File: src/sv/m2u_pkg.sv
// ----------------------------------------------------------------------------
// m2u_pkg
// Shared types and constants for the MIDI to USB-MIDI event packetizer.
// ----------------------------------------------------------------------------
package m2u_pkg;

    localparam logic [7:0] SYSEX_START = 8'hF0;
    localparam logic [7:0] SYSEX_END   = 8'hF7;
    localparam logic [7:0] CAP_RESET   = 8'd20;

    // Status nibbles of channel messages
    localparam logic [3:0] ST_NOTE_OFF  = 4'h8;
    localparam logic [3:0] ST_NOTE_ON   = 4'h9;
    localparam logic [3:0] ST_POLY_PRES = 4'hA;
    localparam logic [3:0] ST_CTRL_CHG  = 4'hB;
    localparam logic [3:0] ST_PROG_CHG  = 4'hC;
    localparam logic [3:0] ST_CHAN_PRES = 4'hD;
    localparam logic [3:0] ST_PITCH     = 4'hE;

    // Code index numbers for SysEx
    localparam logic [3:0] CIN_SYSEX_CONT = 4'h4;
    localparam logic [3:0] CIN_SYSEX_END1 = 4'h5;

    localparam logic [1:0] MSG_LEN_2 = 2'd2;
    localparam logic [1:0] MSG_LEN_3 = 2'd3;

    typedef enum logic [2:0] {
        ERR_NONE         = 3'd0,
        ERR_OVERFLOW     = 3'd1,
        ERR_UNTERMINATED = 3'd2,
        ERR_TRUNCATED    = 3'd3,
        ERR_UNEXPECTED   = 3'd4
    } t_err;

    // One result word
    typedef struct packed {
        logic       packet_valid;
        logic [3:0] code_index;
        logic [7:0] packet_byte1;
        logic [7:0] packet_byte2;
        logic [7:0] packet_byte3;
        logic       batch_done;
        logic [7:0] packet_total;
        t_err       error_code;
    } t_usb_word;

endpackage

File: src/sv/m2u_if.sv
// ----------------------------------------------------------------------------
// m2u interfaces
// Valid/ready channels for raw MIDI bytes in and event packets out.
// ----------------------------------------------------------------------------
interface m2u_midi_if;
    logic       valid;
    logic       ready;
    logic [7:0] midi_byte;
    logic       last_byte;

    modport source (output valid, output midi_byte, output last_byte, input ready);
    modport sink   (input valid, input midi_byte, input last_byte, output ready);
endinterface

interface m2u_usb_if;
    logic             valid;
    logic             ready;
    logic             packet_valid;
    logic [3:0]       code_index;
    logic [7:0]       packet_byte1;
    logic [7:0]       packet_byte2;
    logic [7:0]       packet_byte3;
    logic             batch_done;
    logic [7:0]       packet_total;
    logic [2:0]       error_code;

    modport source (output valid, output packet_valid, output code_index,
                    output packet_byte1, output packet_byte2, output packet_byte3,
                    output batch_done, output packet_total, output error_code,
                    input ready);
    modport sink   (input valid, input packet_valid, input code_index,
                    input packet_byte1, input packet_byte2, input packet_byte3,
                    input batch_done, input packet_total, input error_code,
                    output ready);
endinterface

File: src/sv/midi_to_usb_midi_packetizer.sv
// ----------------------------------------------------------------------------
// midi_to_usb_midi_packetizer
// Packs raw MIDI bytes into USB-MIDI event packets on cable 0.
// ----------------------------------------------------------------------------
// Output: each result word is registered; a skid stage absorbs one output stall.
// Throughput: one byte per cycle while the skid stage is empty; the byte
//   decision is a single pass of logic over two held bytes.
// Reset (i_rst_n, synchronous, active low): batch state cleared, no error,
//   capacity back to 20 slots, output buffer empty.
// ----------------------------------------------------------------------------
module midi_to_usb_midi_packetizer (
    input  logic       i_clk,
    input  logic       i_rst_n,
    input  logic       i_cfg_we,
    input  logic [7:0] i_cfg_wdata,
    m2u_midi_if.sink   i_midi,
    m2u_usb_if.source  o_usb
);

    logic               fire;
    logic               push;
    logic               buf_ready;
    m2u_pkg::t_usb_word enc_word;
    m2u_pkg::t_usb_word out_word;

    // A byte is taken whenever the skid stage is free; the encoder
    // updates batch state on that same edge.
    assign i_midi.ready = buf_ready;
    assign fire         = i_midi.valid && buf_ready;

    // Byte decision: SysEx chunking, channel message assembly,
    // slot counting and the sticky error.
    m2u_encoder u_enc (
        .i_clk       (i_clk),
        .i_rst_n     (i_rst_n),
        .i_cfg_we    (i_cfg_we),
        .i_cfg_wdata (i_cfg_wdata),
        .i_fire      (fire),
        .i_midi_byte (i_midi.midi_byte),
        .i_last_byte (i_midi.last_byte),
        .o_push      (push),
        .o_word      (enc_word)
    );

    // Result register plus one skid word
    m2u_out_buf u_buf (
        .i_clk        (i_clk),
        .i_rst_n      (i_rst_n),
        .i_push       (push),
        .i_word       (enc_word),
        .o_ready      (buf_ready),
        .o_valid      (o_usb.valid),
        .i_take_ready (o_usb.ready),
        .o_word       (out_word)
    );

    assign o_usb.packet_valid = out_word.packet_valid;
    assign o_usb.code_index   = out_word.code_index;
    assign o_usb.packet_byte1 = out_word.packet_byte1;
    assign o_usb.packet_byte2 = out_word.packet_byte2;
    assign o_usb.packet_byte3 = out_word.packet_byte3;
    assign o_usb.batch_done   = out_word.batch_done;
    assign o_usb.packet_total = out_word.packet_total;
    assign o_usb.error_code   = out_word.error_code;

endmodule

File: src/sv/m2u_encoder.sv
// ----------------------------------------------------------------------------
// m2u_encoder
// Per-byte packet builder: held bytes, SysEx flag, counter, sticky error.
// ----------------------------------------------------------------------------
module m2u_encoder (
    input  logic                i_clk,
    input  logic                i_rst_n,
    input  logic                i_cfg_we,
    input  logic [7:0]          i_cfg_wdata,
    input  logic                i_fire,
    input  logic [7:0]          i_midi_byte,
    input  logic                i_last_byte,
    output logic                o_push,
    output m2u_pkg::t_usb_word  o_word
);

    logic [7:0]    r_cap;
    logic          r_sysex, n_sysex;
    logic [1:0]    r_held, n_held;
    logic [7:0]    r_hb0, n_hb0;
    logic [7:0]    r_hb1, n_hb1;
    logic [1:0]    r_len, n_len;
    logic [7:0]    r_cnt, n_cnt;
    m2u_pkg::t_err r_err, n_err;

    logic          pkt;
    logic [3:0]    cin;
    logic [7:0]    p1, p2, p3;
    logic [3:0]    hi;
    logic [2:0]    held_inc;

    assign hi       = i_midi_byte[7:4];
    assign held_inc = {1'b0, r_held} + 3'd1;

    always_comb begin
        n_sysex = r_sysex;
        n_held  = r_held;
        n_hb0   = r_hb0;
        n_hb1   = r_hb1;
        n_len   = r_len;
        n_cnt   = r_cnt;
        n_err   = r_err;
        pkt     = 1'b0;
        cin     = '0;
        p1      = '0;
        p2      = '0;
        p3      = '0;

        if (r_err == m2u_pkg::ERR_NONE) begin
            if (r_held == 2'd0 && r_cnt >= r_cap) begin
                n_err = m2u_pkg::ERR_OVERFLOW;
            end else if (r_sysex || (r_held == 2'd0 && i_midi_byte == m2u_pkg::SYSEX_START)) begin
                n_sysex = 1'b1;
                if (i_midi_byte == m2u_pkg::SYSEX_END || r_held == 2'd2) begin
                    pkt = 1'b1;
                    p1  = (r_held != 2'd0) ? r_hb0 : i_midi_byte;
                    p2  = (r_held == 2'd2) ? r_hb1 :
                          (r_held == 2'd1) ? i_midi_byte : 8'h00;
                    p3  = (r_held == 2'd2) ? i_midi_byte : 8'h00;
                    if (i_midi_byte == m2u_pkg::SYSEX_END) begin
                        cin     = m2u_pkg::CIN_SYSEX_END1 + {2'b00, r_held};
                        n_sysex = 1'b0;
                    end else begin
                        cin = m2u_pkg::CIN_SYSEX_CONT;
                    end
                    n_held = 2'd0;
                end else begin
                    if (r_held[0]) n_hb1 = i_midi_byte;
                    else           n_hb0 = i_midi_byte;
                    n_held = held_inc[1:0];
                end
            end else if (r_held == 2'd0) begin
                if (hi inside {m2u_pkg::ST_NOTE_OFF, m2u_pkg::ST_NOTE_ON,
                               m2u_pkg::ST_POLY_PRES, m2u_pkg::ST_CTRL_CHG,
                               m2u_pkg::ST_PITCH}) begin
                    n_len  = m2u_pkg::MSG_LEN_3;
                    n_hb0  = i_midi_byte;
                    n_held = 2'd1;
                end else if (hi inside {m2u_pkg::ST_PROG_CHG, m2u_pkg::ST_CHAN_PRES}) begin
                    n_len  = m2u_pkg::MSG_LEN_2;
                    n_hb0  = i_midi_byte;
                    n_held = 2'd1;
                end else begin
                    n_err = m2u_pkg::ERR_UNEXPECTED;
                end
            end else begin
                if (held_inc >= {1'b0, r_len}) begin
                    pkt = 1'b1;
                    cin = r_hb0[7:4];
                    p1  = r_hb0;
                    if (r_len == m2u_pkg::MSG_LEN_3 && r_held == 2'd2) begin
                        p2 = r_hb1;
                        p3 = i_midi_byte;
                    end else begin
                        p2 = i_midi_byte;
                    end
                    n_held = 2'd0;
                    n_len  = 2'd0;
                end else begin
                    if (r_held[0]) n_hb1 = i_midi_byte;
                    else           n_hb0 = i_midi_byte;
                    n_held = held_inc[1:0];
                end
            end
            if (pkt) n_cnt = r_cnt + 8'd1;
        end

        // End-of-batch checks see the state after this byte
        if (i_last_byte && n_err == m2u_pkg::ERR_NONE) begin
            if (n_sysex)              n_err = m2u_pkg::ERR_UNTERMINATED;
            else if (n_held != 2'd0)  n_err = m2u_pkg::ERR_TRUNCATED;
        end

        o_word.packet_valid = pkt;
        o_word.code_index   = cin;
        o_word.packet_byte1 = p1;
        o_word.packet_byte2 = p2;
        o_word.packet_byte3 = p3;
        o_word.batch_done   = i_last_byte;
        o_word.packet_total = i_last_byte ? n_cnt : 8'd0;
        o_word.error_code   = i_last_byte ? n_err : m2u_pkg::ERR_NONE;
    end

    assign o_push = i_fire && (pkt || i_last_byte);

    always_ff @(posedge i_clk) begin
        if (!i_rst_n) begin
            r_cap   <= m2u_pkg::CAP_RESET;
        end else if (i_cfg_we) begin
            r_cap   <= i_cfg_wdata;
        end
    end

    always_ff @(posedge i_clk) begin
        if (!i_rst_n) begin
            r_sysex <= 1'b0;
            r_held  <= '0;
            r_hb0   <= '0;
            r_hb1   <= '0;
            r_len   <= '0;
            r_cnt   <= '0;
            r_err   <= m2u_pkg::ERR_NONE;
        end else if (i_fire) begin
            if (i_last_byte) begin
                r_sysex <= 1'b0;
                r_held  <= '0;
                r_hb0   <= '0;
                r_hb1   <= '0;
                r_len   <= '0;
                r_cnt   <= '0;
                r_err   <= m2u_pkg::ERR_NONE;
            end else begin
                r_sysex <= n_sysex;
                r_held  <= n_held;
                r_hb0   <= n_hb0;
                r_hb1   <= n_hb1;
                r_len   <= n_len;
                r_cnt   <= n_cnt;
                r_err   <= n_err;
            end
        end
    end

endmodule

File: src/sv/m2u_out_buf.sv
// ----------------------------------------------------------------------------
// m2u_out_buf
// Output register with a skid stage so the input side keeps flowing.
// ----------------------------------------------------------------------------
module m2u_out_buf (
    input  logic                i_clk,
    input  logic                i_rst_n,
    input  logic                i_push,
    input  m2u_pkg::t_usb_word  i_word,
    output logic                o_ready,
    output logic                o_valid,
    input  logic                i_take_ready,
    output m2u_pkg::t_usb_word  o_word
);

    logic               r_out_valid;
    logic               r_skid_valid;
    m2u_pkg::t_usb_word r_out;
    m2u_pkg::t_usb_word r_skid;
    logic               take;

    assign take    = r_out_valid && i_take_ready;
    assign o_ready = !r_skid_valid;
    assign o_valid = r_out_valid;
    assign o_word  = r_out;

    always_ff @(posedge i_clk) begin
        if (!i_rst_n) begin
            r_out_valid  <= 1'b0;
            r_skid_valid <= 1'b0;
        end else if (take || !r_out_valid) begin
            if (r_skid_valid) begin
                r_out_valid  <= 1'b1;
                r_skid_valid <= 1'b0;
            end else begin
                r_out_valid  <= i_push;
            end
        end else if (i_push) begin
            r_skid_valid <= 1'b1;
        end
    end

    always_ff @(posedge i_clk) begin
        if (take || !r_out_valid) begin
            if (r_skid_valid) r_out <= r_skid;
            else              r_out <= i_word;
        end else if (i_push) begin
            r_skid <= i_word;
        end
    end

endmodule

File: src/flat_wrapper.sv
// flat-port wrapper written by rule: the top's interface ports become plain ports
module midi_to_usb_midi_packetizer_flat 
  (i_clk, i_rst_n, i_cfg_we, i_cfg_wdata, i_midi_valid, i_midi_midi_byte, i_midi_last_byte, i_midi_ready, o_usb_valid, o_usb_packet_valid, o_usb_code_index, o_usb_packet_byte1, o_usb_packet_byte2, o_usb_packet_byte3, o_usb_batch_done, o_usb_packet_total, o_usb_error_code, o_usb_ready);
  m2u_midi_if i_midi_i ();
  m2u_usb_if o_usb_i ();
  input  logic i_clk;
  input  logic i_rst_n;
  input  logic i_cfg_we;
  input  logic [7:0] i_cfg_wdata;
  input wire logic [$bits(i_midi_i.valid)-1:0] i_midi_valid;
  input wire logic [$bits(i_midi_i.midi_byte)-1:0] i_midi_midi_byte;
  input wire logic [$bits(i_midi_i.last_byte)-1:0] i_midi_last_byte;
  output wire logic [$bits(i_midi_i.ready)-1:0] i_midi_ready;
  output wire logic [$bits(o_usb_i.valid)-1:0] o_usb_valid;
  output wire logic [$bits(o_usb_i.packet_valid)-1:0] o_usb_packet_valid;
  output wire logic [$bits(o_usb_i.code_index)-1:0] o_usb_code_index;
  output wire logic [$bits(o_usb_i.packet_byte1)-1:0] o_usb_packet_byte1;
  output wire logic [$bits(o_usb_i.packet_byte2)-1:0] o_usb_packet_byte2;
  output wire logic [$bits(o_usb_i.packet_byte3)-1:0] o_usb_packet_byte3;
  output wire logic [$bits(o_usb_i.batch_done)-1:0] o_usb_batch_done;
  output wire logic [$bits(o_usb_i.packet_total)-1:0] o_usb_packet_total;
  output wire logic [$bits(o_usb_i.error_code)-1:0] o_usb_error_code;
  input wire logic [$bits(o_usb_i.ready)-1:0] o_usb_ready;
  assign i_midi_i.valid = i_midi_valid;
  assign i_midi_i.midi_byte = i_midi_midi_byte;
  assign i_midi_i.last_byte = i_midi_last_byte;
  assign i_midi_ready = i_midi_i.ready;
  assign o_usb_valid = o_usb_i.valid;
  assign o_usb_packet_valid = o_usb_i.packet_valid;
  assign o_usb_code_index = o_usb_i.code_index;
  assign o_usb_packet_byte1 = o_usb_i.packet_byte1;
  assign o_usb_packet_byte2 = o_usb_i.packet_byte2;
  assign o_usb_packet_byte3 = o_usb_i.packet_byte3;
  assign o_usb_batch_done = o_usb_i.batch_done;
  assign o_usb_packet_total = o_usb_i.packet_total;
  assign o_usb_error_code = o_usb_i.error_code;
  assign o_usb_i.ready = o_usb_ready;
  midi_to_usb_midi_packetizer u_core (.i_clk(i_clk), .i_rst_n(i_rst_n), .i_cfg_we(i_cfg_we), .i_cfg_wdata(i_cfg_wdata), .i_midi(i_midi_i), .o_usb(o_usb_i));
endmodule
File: config.mk
export PLATFORM = sky130hd
export DESIGN_NAME = midi_to_usb_midi_packetizer_flat
export DESIGN_NICKNAME = d
export VERILOG_FILES = /design/src/sv/m2u_pkg.sv /design/src/sv/m2u_if.sv /design/src/sv/midi_to_usb_midi_packetizer.sv /design/src/sv/m2u_encoder.sv /design/src/sv/m2u_out_buf.sv /design/src/flat_wrapper.sv
export SDC_FILE = /design/constraint.sdc
export NUM_CORES = 1
export LEC_CHECK = 0
export CAP_MARGIN = 5
export CORE_UTILIZATION = 60
export DETAILED_ROUTE_END_ITERATION = 8
export DONT_BUFFER_PORTS = 1
export PLACE_DENSITY = 0.88
export SYNTH_ARGS = -nofsm -noshare
export SYNTH_HDL_FRONTEND = slang
export SYNTH_SLANG_ARGS = --single-unit
File: constraint.sdc
create_clock -name i_clk -period 4.9 [get_ports i_clk]
set_clock_uncertainty 0.05 [all_clocks]
set_input_delay 0.49 -clock i_clk [delete_from_list [all_inputs] [get_ports i_clk]]
set_output_delay 0.49 -clock i_clk [all_outputs]
set_load 0.05 [all_outputs]
; ---- Word level (Yosys, flattened, before mapping)
; Index checks and enable logic that the tools add are counted.
[word_totals]
reg_bits = 124
input_bits = 22
output_inout_bits = 43
wordCells = 176
[classes]
n_addsub = 3
order_cmp = 2
n_eq_ne = 20
n_mux = 96
n_bitwise = 2
n_reduce_logical = 27
[op_table]
columns = op, n
row1 = 8-bit 2-to-1 mux, 46
row2 = 41-bit 2-to-1 mux, 1
row3 = 2-bit 2-to-1 mux, 17
row4 = 3-bit 2-to-1 mux, 11
row5 = 4-bit equality test (second input constant), 7
row6 = 4-bit 2-to-1 mux, 7
row7 = 6-bit AND reduction, 3
row8 = 8-bit equality test (second input constant), 2
row9 = 1-bit 2-to-1 mux, 14
row10 = 3-bit != test (second input constant), 3
row11 = 8-bit by 1-bit adder with 8-bit output (second input constant), 1
row12 = 8-bit >= comparator, 1
row13 = 2-bit nonzero test, 4
row14 = 1-bit logical AND, 7
row15 = 3-bit zero test, 2
row16 = 5-bit by 3-bit != test with 1-bit output (second input constant), 1
row17 = 5-bit nonzero test, 1
row18 = 3-bit by 2-bit adder with 4-bit output (first input constant), 1
row19 = 2-bit equality test (second input constant), 2
row20 = 1-bit logical OR, 4
row21 = 2-bit != test (second input constant), 2
row22 = 4-bit by 2-bit != test with 1-bit output (second input constant), 1
row23 = 4-bit != test (second input constant), 1
row24 = 2-bit by 1-bit adder with 3-bit output (second input constant), 1
row25 = other kinds (8), 10

; ---- Logic depth before layout (Yosys ltp)
; Gate-level depths: netlist (run 1).
[depth]
ltp_word = 14
ltp_mapped = 12
mapped_depth_nobuf = 10

; ---- Hierarchy
; A second synthesis (run 1) with hierarchy kept.
[unflattened]
hier_cells = 524
area_unflattened_um2 = 6183.4
[by_module_without_submodules]
columns = mod, instances, cells_each, area_per_inst_um2, seq_area_each_um2
row1 = m2u_out_buf, 1, 137, 3241.9, 2502.4
row2 = m2u_encoder, 1, 386, 2935.3, 800.8
row3 = midi_to_usb_midi_packetizer, 1, 1, 6.3, 0.0

; ---- Worst setup path after synthesis (run 1)
; OpenSTA, ideal clock, no wires.
[synth_timing]
path_kind = flip-flop to flip-flop
start = register u_core.u_enc.r_held[0]
end = register u_core.u_buf.r_skid[0] (netlist name) (enable)
setup_ns = 0.439
arrival_ns = 3.728
required_time_ns = 4.411
setup_slack_ns = 0.683
stages_incl_launch_ff = 9
period_less_slack_ns = 4.217
path_cell_list = dfxtp_1 fa_1 nand2b_1 o21ba_2 nor3_1 o211ai_4 inv_4 o21ai_1 nor2_1
[synth_via]
elab_chain_cells = 11
[synth_lines]
columns = element, line_no
row1 = from (decl), m2u_encoder.sv:19  ; logic [1:0] r_held, n_held;
row2 = from (signal assigned), m2u_encoder.sv:154  ; r_held <= n_held;
row3 = 2-bit by 1-bit adder with 3-bit output, m2u_encoder.sv:33  ; assign held_inc = {1'b0, r_held} + 3'd1;
row4 = 3-bit by 2-bit >= comparator with 1-bit output, m2u_encoder.sv:87  ; if (held_inc >= {1'b0, r_len}) begin
row5 = 1-bit 2-to-1 mux, m2u_encoder.sv:87
row6 = 1-bit 2-to-1 mux, m2u_encoder.sv:72  ; end else if (r_held == 2'd0) begin
row7 = 1-bit 2-to-1 mux, m2u_encoder.sv:52  ; end else if (r_sysex || (r_held == 2'd0 && i_midi_byte == m2u_pkg::SYSEX_START)) begin
row8 = 1-bit 2-to-1 mux *, m2u_encoder.sv:50  ; if (r_held == 2'd0 && r_cnt >= r_cap) begin
row9 = 1-bit 2-to-1 mux * (2 in a row), m2u_encoder.sv:49  ; if (r_err == m2u_pkg::ERR_NONE) begin
row10 = 1-bit logical OR *, m2u_encoder.sv:124  ; assign o_push = i_fire && (pkt || i_last_byte);
row11 = 1-bit logical AND *, m2u_encoder.sv:124
row12 = 2-bit AND reduction (no source line) *, -
row13 = to (signal assigned), m2u_out_buf.sv:48  ; r_skid <= i_word;
row14 = to (decl), m2u_out_buf.sv:19  ; m2u_pkg::t_usb_word r_skid;
; Every way passes the cells marked *; elsewhere a longest branch is shown, timed or not. The select of a mux whose other input is x is not followed.
; A chain may end at the register's enable or synchronous reset.

; ---- Worst setup path in the final report (run 1)
[layout_timing]
start = register u_core.u_enc.r_held[0]
end = register u_core.u_buf.r_skid[38] (netlist name) (enable)
; The elaborated chain is that of the path after synthesis.

==> results.json, run 1 <==
{
  "initial_core_util_pct": 62.32,
  "cts_buffers": 17,
  "worst_slack_ns": 1.286,
  "vias": 4233,
  "post_drt_wl_per_cell_um": 19.89,
  "grt_pass1_vias": 3983,
  "cts.clk_slew.worst_paths_ns": 0.06,
  "cts_tree": "done",
  "placed_area_um2": 5891,
  "rows": 35,
  "async_reset_ff_share_pct": 0,
  "routed_wl_mm": 13.15,
  "remaining_drc_errors": 0,
  "clock-sinks": 124,
  "cts_root_buffer": "clkbuf_8",
  "antenna_cells": 0,
  "synth_edf_count": 82,
  "ioPinCount": 65,
  "grtUsageTotal_pct": 28.29,
  "setup_violations": 0,
  "finalSetupTns_ns": 0,
  "preCtsSetupSlack_ns": 1.339,
  "ant_nets": 0,
  "max_freq_mhz": 276.7,
  "power_density_nw_per_um2": 403.5,
  "coreArea_um2": 9328,
  "synth.distinct_cells": 56,
  "tightest_slew_ns": 0.8814,
  "period_minus_slack_ns": 3.614,
  "syn_area_per_cell_um2": 11.09,
  "outcome": "finished, final reports clean",
  "seq_area_um2": 3303,
  "hold_path.class": "in -> reg",
  "ys_warn_count": 0,
  "rsz0062_at_grt": "no",
  "h-tree-depth": 4,
  "cts_buffer_depth": 2,
  "hold_viol_final": 0,
  "start_kind": "flop",
  "drt_iter0_drc": 546,
  "grt_first_pass_wirelength_mm": 21.38,
  "die_h_um": 100.4,
  "path_max_fanout": 33,
  "drv_cap": 0,
  "post_cts_resized": 0,
  "drive_gt1_share_pct": 12.03,
  "drt_pass1_iterations": 5,
  "design_area_um2": 6496,
  "synth_seq_cells": 124,
  "finalNetCount": 556,
  "syn_inst": 524,
  "yosysSeqAreaShare_pct": 56.82,
  "cp-end-kind": "flop",
  "viasPerCell": 6.404,
  "synthToLayoutAreaGrowth_pct": 11.75,
  "required_ns": 5.03,
  "die_w_um": 100.4,
  "irDropWorstVdd_mv": 0.2082,
  "gp_congestion": 0.9411,
  "synthFlopType": "edfxtp_1",
  "overflow": 0,
  "clk_latency_ns": 0.53,
  "cp_data_arrival_time_ns": 3.74,
  "antenna_found_initial": 0,
  "finalMaxSlewViolations": 0,
  "power_leakage_nw": 2.396,
  "syn_nets": 561,
  "grt_max_degree": 46,
  "design.die.area_um2": 10090,
  "numPortBuffers": 0,
  "multi_input_area_um2": 2326,
  "hpwl_mm": 8.719,
  "netlist_area_um2": 5813,
  "worstSetupPathType": "reg -> reg",
  "fin_crit_sh_pct": 73.76,
  "fill_cells": 638,
  "slew_headroom_pct": 41.03
}
-- final timing paths --
path | from | endpoint | slack, ns | depth (start not counted)
min | i_cfg_we | u_core.u_enc.r_cap[2]$_SDFFE_PN1P_ | 0.04 | 1
max reg2reg | u_core.u_enc.r_held[0]$_SDFFE_PN0P_ | u_core.u_buf.r_skid[38]$_DFFE_PP_ | 1.29 | 9
max | u_core.u_enc.r_held[0]$_SDFFE_PN0P_ | u_core.u_buf.r_skid[38]$_DFFE_PP_ | 1.29 | 9
min reg2reg | u_core.u_enc.r_hb0[2]$_SDFFE_PN0P_ | u_core.u_enc.r_hb0[2]$_SDFFE_PN0P_ | 0.44 | 1
-- metal layers --
layer  global-route usage [%]  up-vias  wire (um)
met2                    40.78      242       5894
met4                    11.15        0        323
met1                    41.03     2003       5857
met3                    7.033       37       1073
li1                         -     1951          -
met5                        0        -          0
-- synth_stat cells (4+ instances only) --
cell	n	share of area, %
edfxtp_1	82	42
nand2_1	64	4.1
dfxtp_1	42	14
nor2_1	35	2.3
clkbuf_1	21	1.4
a21oi_1	18	1.5
and3_1	18	1.9
inv_1	18	1.2
o31ai_1	18	2.3
o21ai_0	16	1.4
nor2b_1	15	1.6
ha_1	14	3.0
mux2_2	14	2.7
nor3_1	13	1.1
a31oi_1	9	0.97
a32o_1	9	1.5
mux2i_1	9	1.5
nand3_1	9	0.77
o21ai_1	9	0.77
a22oi_1	8	1.0
a22o_1	7	1.1
o21a_1	7	0.90
o211ai_1	5	0.65
xor2_1	5	0.75
a21boi_1	4	0.52
a31o_2	4	0.60
a41oi_1	4	0.60
and2_1	4	0.43
buf_2	4	0.34
nand4_1	4	0.43
or3_1	4	0.43
-- stage by stage --
stage | hold slack [ns] | total power, mW | std cells | util (%)
6_report | 0.03708 | 2.621 | 661 | 69.64
5_1_grt | 0.02564 | 2.698 | 661 | 69.64
4_1_cts | 0.002707 | 2.627 | 660 | 69.54
3_5_place_dp | 0.4168 | 1.383 | 628 | 63.15
3_3_place_gp | 0.4218 | 1.378 | 628 | 63.15
2_1_floorplan | 0.3984 | 1.358 | 524 | -
-- state kept, by name, summed over array words and instances (netlist names) --
signal / flops
u_core.u_buf.r_skid: 41
u_core.u_enc.r_hb0: 8
u_core.u_enc.r_cap: 8
u_core.u_enc.r_len: 2
u_core.u_enc.r_cnt: 8
u_core.u_buf.r_skid_valid: 1
u_core.u_buf.o_valid: 1
u_core.u_enc.r_hb1: 8
u_core.u_enc.r_sysex: 1
u_core.u_enc.r_err: 3
u_core.u_enc.r_held: 2
u_core.u_buf.o_word: 41
-- where the power goes --
group	internal (mW)	switching, mW	total [mW]	leakage, nW
Combinational	0.0400	0.0834	0.123	0.957
Sequential	1.15	0.0926	1.24	1.15
Clock	0.744	0.513	1.26	0.291
-- cells by family after synthesis --
kind of cell | synth area share [%]
compound gates | 16.19
xor+xnor | 1.055
fa+ha+maj | 3.358
buf+inv | 3.293
flops | 56.82
mux | 4.262
simple gates | 15.02
-- area by class of cell --
cell class / count / area share (%)
sequential: 124 / 50.85
multi-input combinational: 352 / 35.81
clock buffer: 17 / 6.375
clock inverter: 15 / 2.793
tap: 129 / 2.485
inverter: 20 / 1.194
timing repair buffer: 4 / 0.5008
-- placed cells by master (no fill, tap or decap), types with 13 or more instances in the layout --
master	n
a21oi_1	18
inv_1	17
clkbuf_16	16
and3_1	18
mux2_2	14
ha_1	14
nand2_1	64
nor3_1	13
o31ai_1	18
edfxtp_1	82
dfxtp_1	42
nor2b_1	15
nor2_1	34
o21ai_0	16
-- critical path, cell delays in order, from the launching register on --
cell	delay, ns
dfxtp_1	0.44
fa_1	0.58
nand2b_1	0.07
o21ba_2	0.27
nor3_1	0.46
o211ai_4	0.25
inv_4	0.24
o21ai_1	0.16
nor2_4	0.29
buf_4	0.44
-- repair_timing --
| action | 4_1_cts | 5_1_grt |
|---|---|---|
| endpoints found under the hold margin | 0 | 1 |
| hold buffers | 0 | 1 |
| buffers inserted | 0 | 0 |
No activity file was read; power rests on OpenSTA's default activity.
==> run 2, diff against run 1 <==
==> constraint.sdc (replaced) <==
create_clock -name i_clk -period 3.42 [get_ports i_clk]
set_clock_uncertainty 0.05 [all_clocks]
set_input_delay 0.342 -clock i_clk [delete_from_list [all_inputs] [get_ports i_clk]]
set_output_delay 0.342 -clock i_clk [all_outputs]
set_load 0.05 [all_outputs]
==> results.json, run 2 (synthesis results as in run 1) <==
{
  "overflow": 0,
  "cts.clk_slew.worst_paths_ns": 0.06,
  "cts_setup_buffers": 0,
  "worstSetupPathType": "reg -> reg",
  "holdCritStartpoint": "i_midi_last_byte",
  "crit_chain": "fa_1, nand2b_1, o21ba_2, nor3_1, o211ai_4, inv_4, o22ai_1, a211oi_1, o31ai_1",
  "hpwl_mm": 8.767,
  "drt_pass1_iterations": 6,
  "worst_slack_ns": 0.2811,
  "gp_congestion": 0.9398,
  "grt_first_pass_wirelength_mm": 23.14,
  "start_kind": "flop",
  "preCtsSetupSlack_ns": 0.3696,
  "finalSetupTns_ns": 0,
  "drt_iter0_drc": 542,
  "placed_area_um2": 5956,
  "clk_latency_ns": 0.52,
  "irDropWorstVdd_mv": 0.4380,
  "die_w_um": 100.4,
  "design.die.area_um2": 10090,
  "pwr-share-clk_pct": 48.8,
  "pwr-share-seq_pct": 45.5,
  "p_comb_share_pct": 5.6,
  "power_mw": 3.909,
  "cts_tree": "done",
  "drv_cap": 0,
  "coreArea_um2": 9328,
  "cp-end-kind": "flop",
  "cp_slowest_stage_delay_ns": 0.58,
  "design_area_um2": 6783,
  "fill_cells": 633,
  "p_int_mw": 2.922,
  "synthToLayoutAreaGrowth_pct": 16.68,
  "vias": 4458,
  "cts_buffer_depth": 2,
  "remaining_drc_errors": 0,
  "ioPinCount": 65,
  "viasPerCell": 6.499,
  "period_minus_slack_ns": 3.139,
  "antenna_found_initial": 0,
  "routed_wl_mm": 14.52,
  "final_common_cell": "edfxtp_1",
  "power_leakage_nw": 2.518,
  "mostFrequentLayoutCells": "82 x edfxtp_1, 64 x nand2_1, 42 x dfxtp_1",
  "cts_buffers": 17,
  "finalNetCount": 581,
  "rsz0062_at_grt": "no",
  "p_sw_uw": 987.1,
  "fin_crit_sh_pct": 91.78,
  "cts_root_buffer": "clkbuf_8",
  "rows": 35,
  "ant_nets": 0,
  "numPortBuffers": 0,
  "r2r-start": "u_core.u_enc.r_held[0]$_SDFFE_PN0P_",
  "hold_slack_ns": 0.007143,
  "drive_gt1_share_pct": 12.93,
  "grt_pass1_vias": 4219,
  "crit_slowest_cell": "fa_1",
  "grtUsageTotal_pct": 31.00,
  "finalMaxSlewViolations": 0,
  "swShare_pct": 25.25,
  "path_max_fanout": 19,
  "post_drt_wl_per_cell_um": 21.16,
  "outcome": "finished, final reports clean",
  "startpoint": "u_core.u_enc.r_held[0]$_SDFFE_PN0P_",
  "h-tree-depth": 4,
  "power_density_nw_per_um2": 576.3,
  "slew_headroom_pct": 54.44,
  "initial_core_util_pct": 62.32,
  "grt_max_degree": 44,
  "setup_violations": 0,
  "required_ns": 3.63,
  "hold_path.class": "in -> reg",
  "cp_data_arrival_time_ns": 3.35,
  "post_cts_resized": 0,
  "max_freq_mhz": 318.6,
  "die_h_um": 100.4,
  "antenna_cells": 0,
  "clock-sinks": 124,
  "hold_viol_final": 0,
  "tightest_slew_ns": 0.6802
}
==> run 2: changes by cell type in the layout (fill, tap and decap cells not counted), sizes merged <==
cell | previous run | this run
dlygate4sd3 | 1 | 18
buf | 3 | 11
bufinv | 2 | 4
clkinvlp | 1 | 2
inv | 26 | 23
==> run 2: path summary, 6_finish.rpt <==
| path | endpoint | slack (ns) | cells after the start |
|---|---|---|---|
| worst max register to register | u_core.u_buf.o_word[0]$_DFFE_PP_ | 0.28 | 9 |
| worst min register to register | u_core.u_enc.r_hb1[4]$_SDFFE_PN0P_ | 0.46 | 1 |
| worst min-delay path | u_core.u_enc.r_cnt[6]$_SDFFE_PN0P_ | 0.007 | 3 |
| worst max-delay path | u_core.u_buf.o_word[0]$_DFFE_PP_ | 0.28 | 9 |
==> run 2: critical path, delay by kind of cell, from the launching register on <==
kind,cells,cell delay (ns)
AND/OR/NAND/NOR,2,0.53
flip-flops,1,0.44
adder cells (fa/ha/maj),1,0.58
buffers and inverters,1,0.19
AO/OA/AOI/OAI,5,1.07
==> run 2: final cells by class <==
cell class,count,area (um2),area share (%)
clock buffer,17,414.1,6.106
clock inverter,15,212.7,3.136
inverter,20,77.57,1.144
multi-input combinational,352,2326,34.29
sequential,124,3303,48.70
tap,129,161.4,2.380
timing repair buffer,29,287.8,4.243
==> run 2: power by group through the flow <==
stage	clock network [mW]	registers, mW	logic (mW)
global placement	0	1.81	0.174
finish	1.91	1.78	0.221
detailed placement	0	1.81	0.179
floorplan	0	1.80	0.143
global route	1.98	1.78	0.238
CTS	1.91	1.78	0.214
==> run 2: per-layer routing <==
layer	vias to the layer above	wire, um	track usage, %
li1	2001	-	-
met1	2104	5912	42.31
met2	306	6812	47.21
met3	47	1400	8.705
met4	0	391	11.82
met5	-	0	0
==> run 2: per-stage QoR <==
stage          util [%]  instances
2_1_floorplan         -        524
3_3_place_gp      63.85        635
3_5_place_dp      63.85        635
4_1_cts           72.72        686
5_1_grt           72.72        686
6_report          72.72        686
==> run 2: what timing repair did <==
item                                   in CTS  in global routing
setup endpoints to repair                   0                  0
endpoints found under the hold margin      45                  0
hold buffers                               19                  0
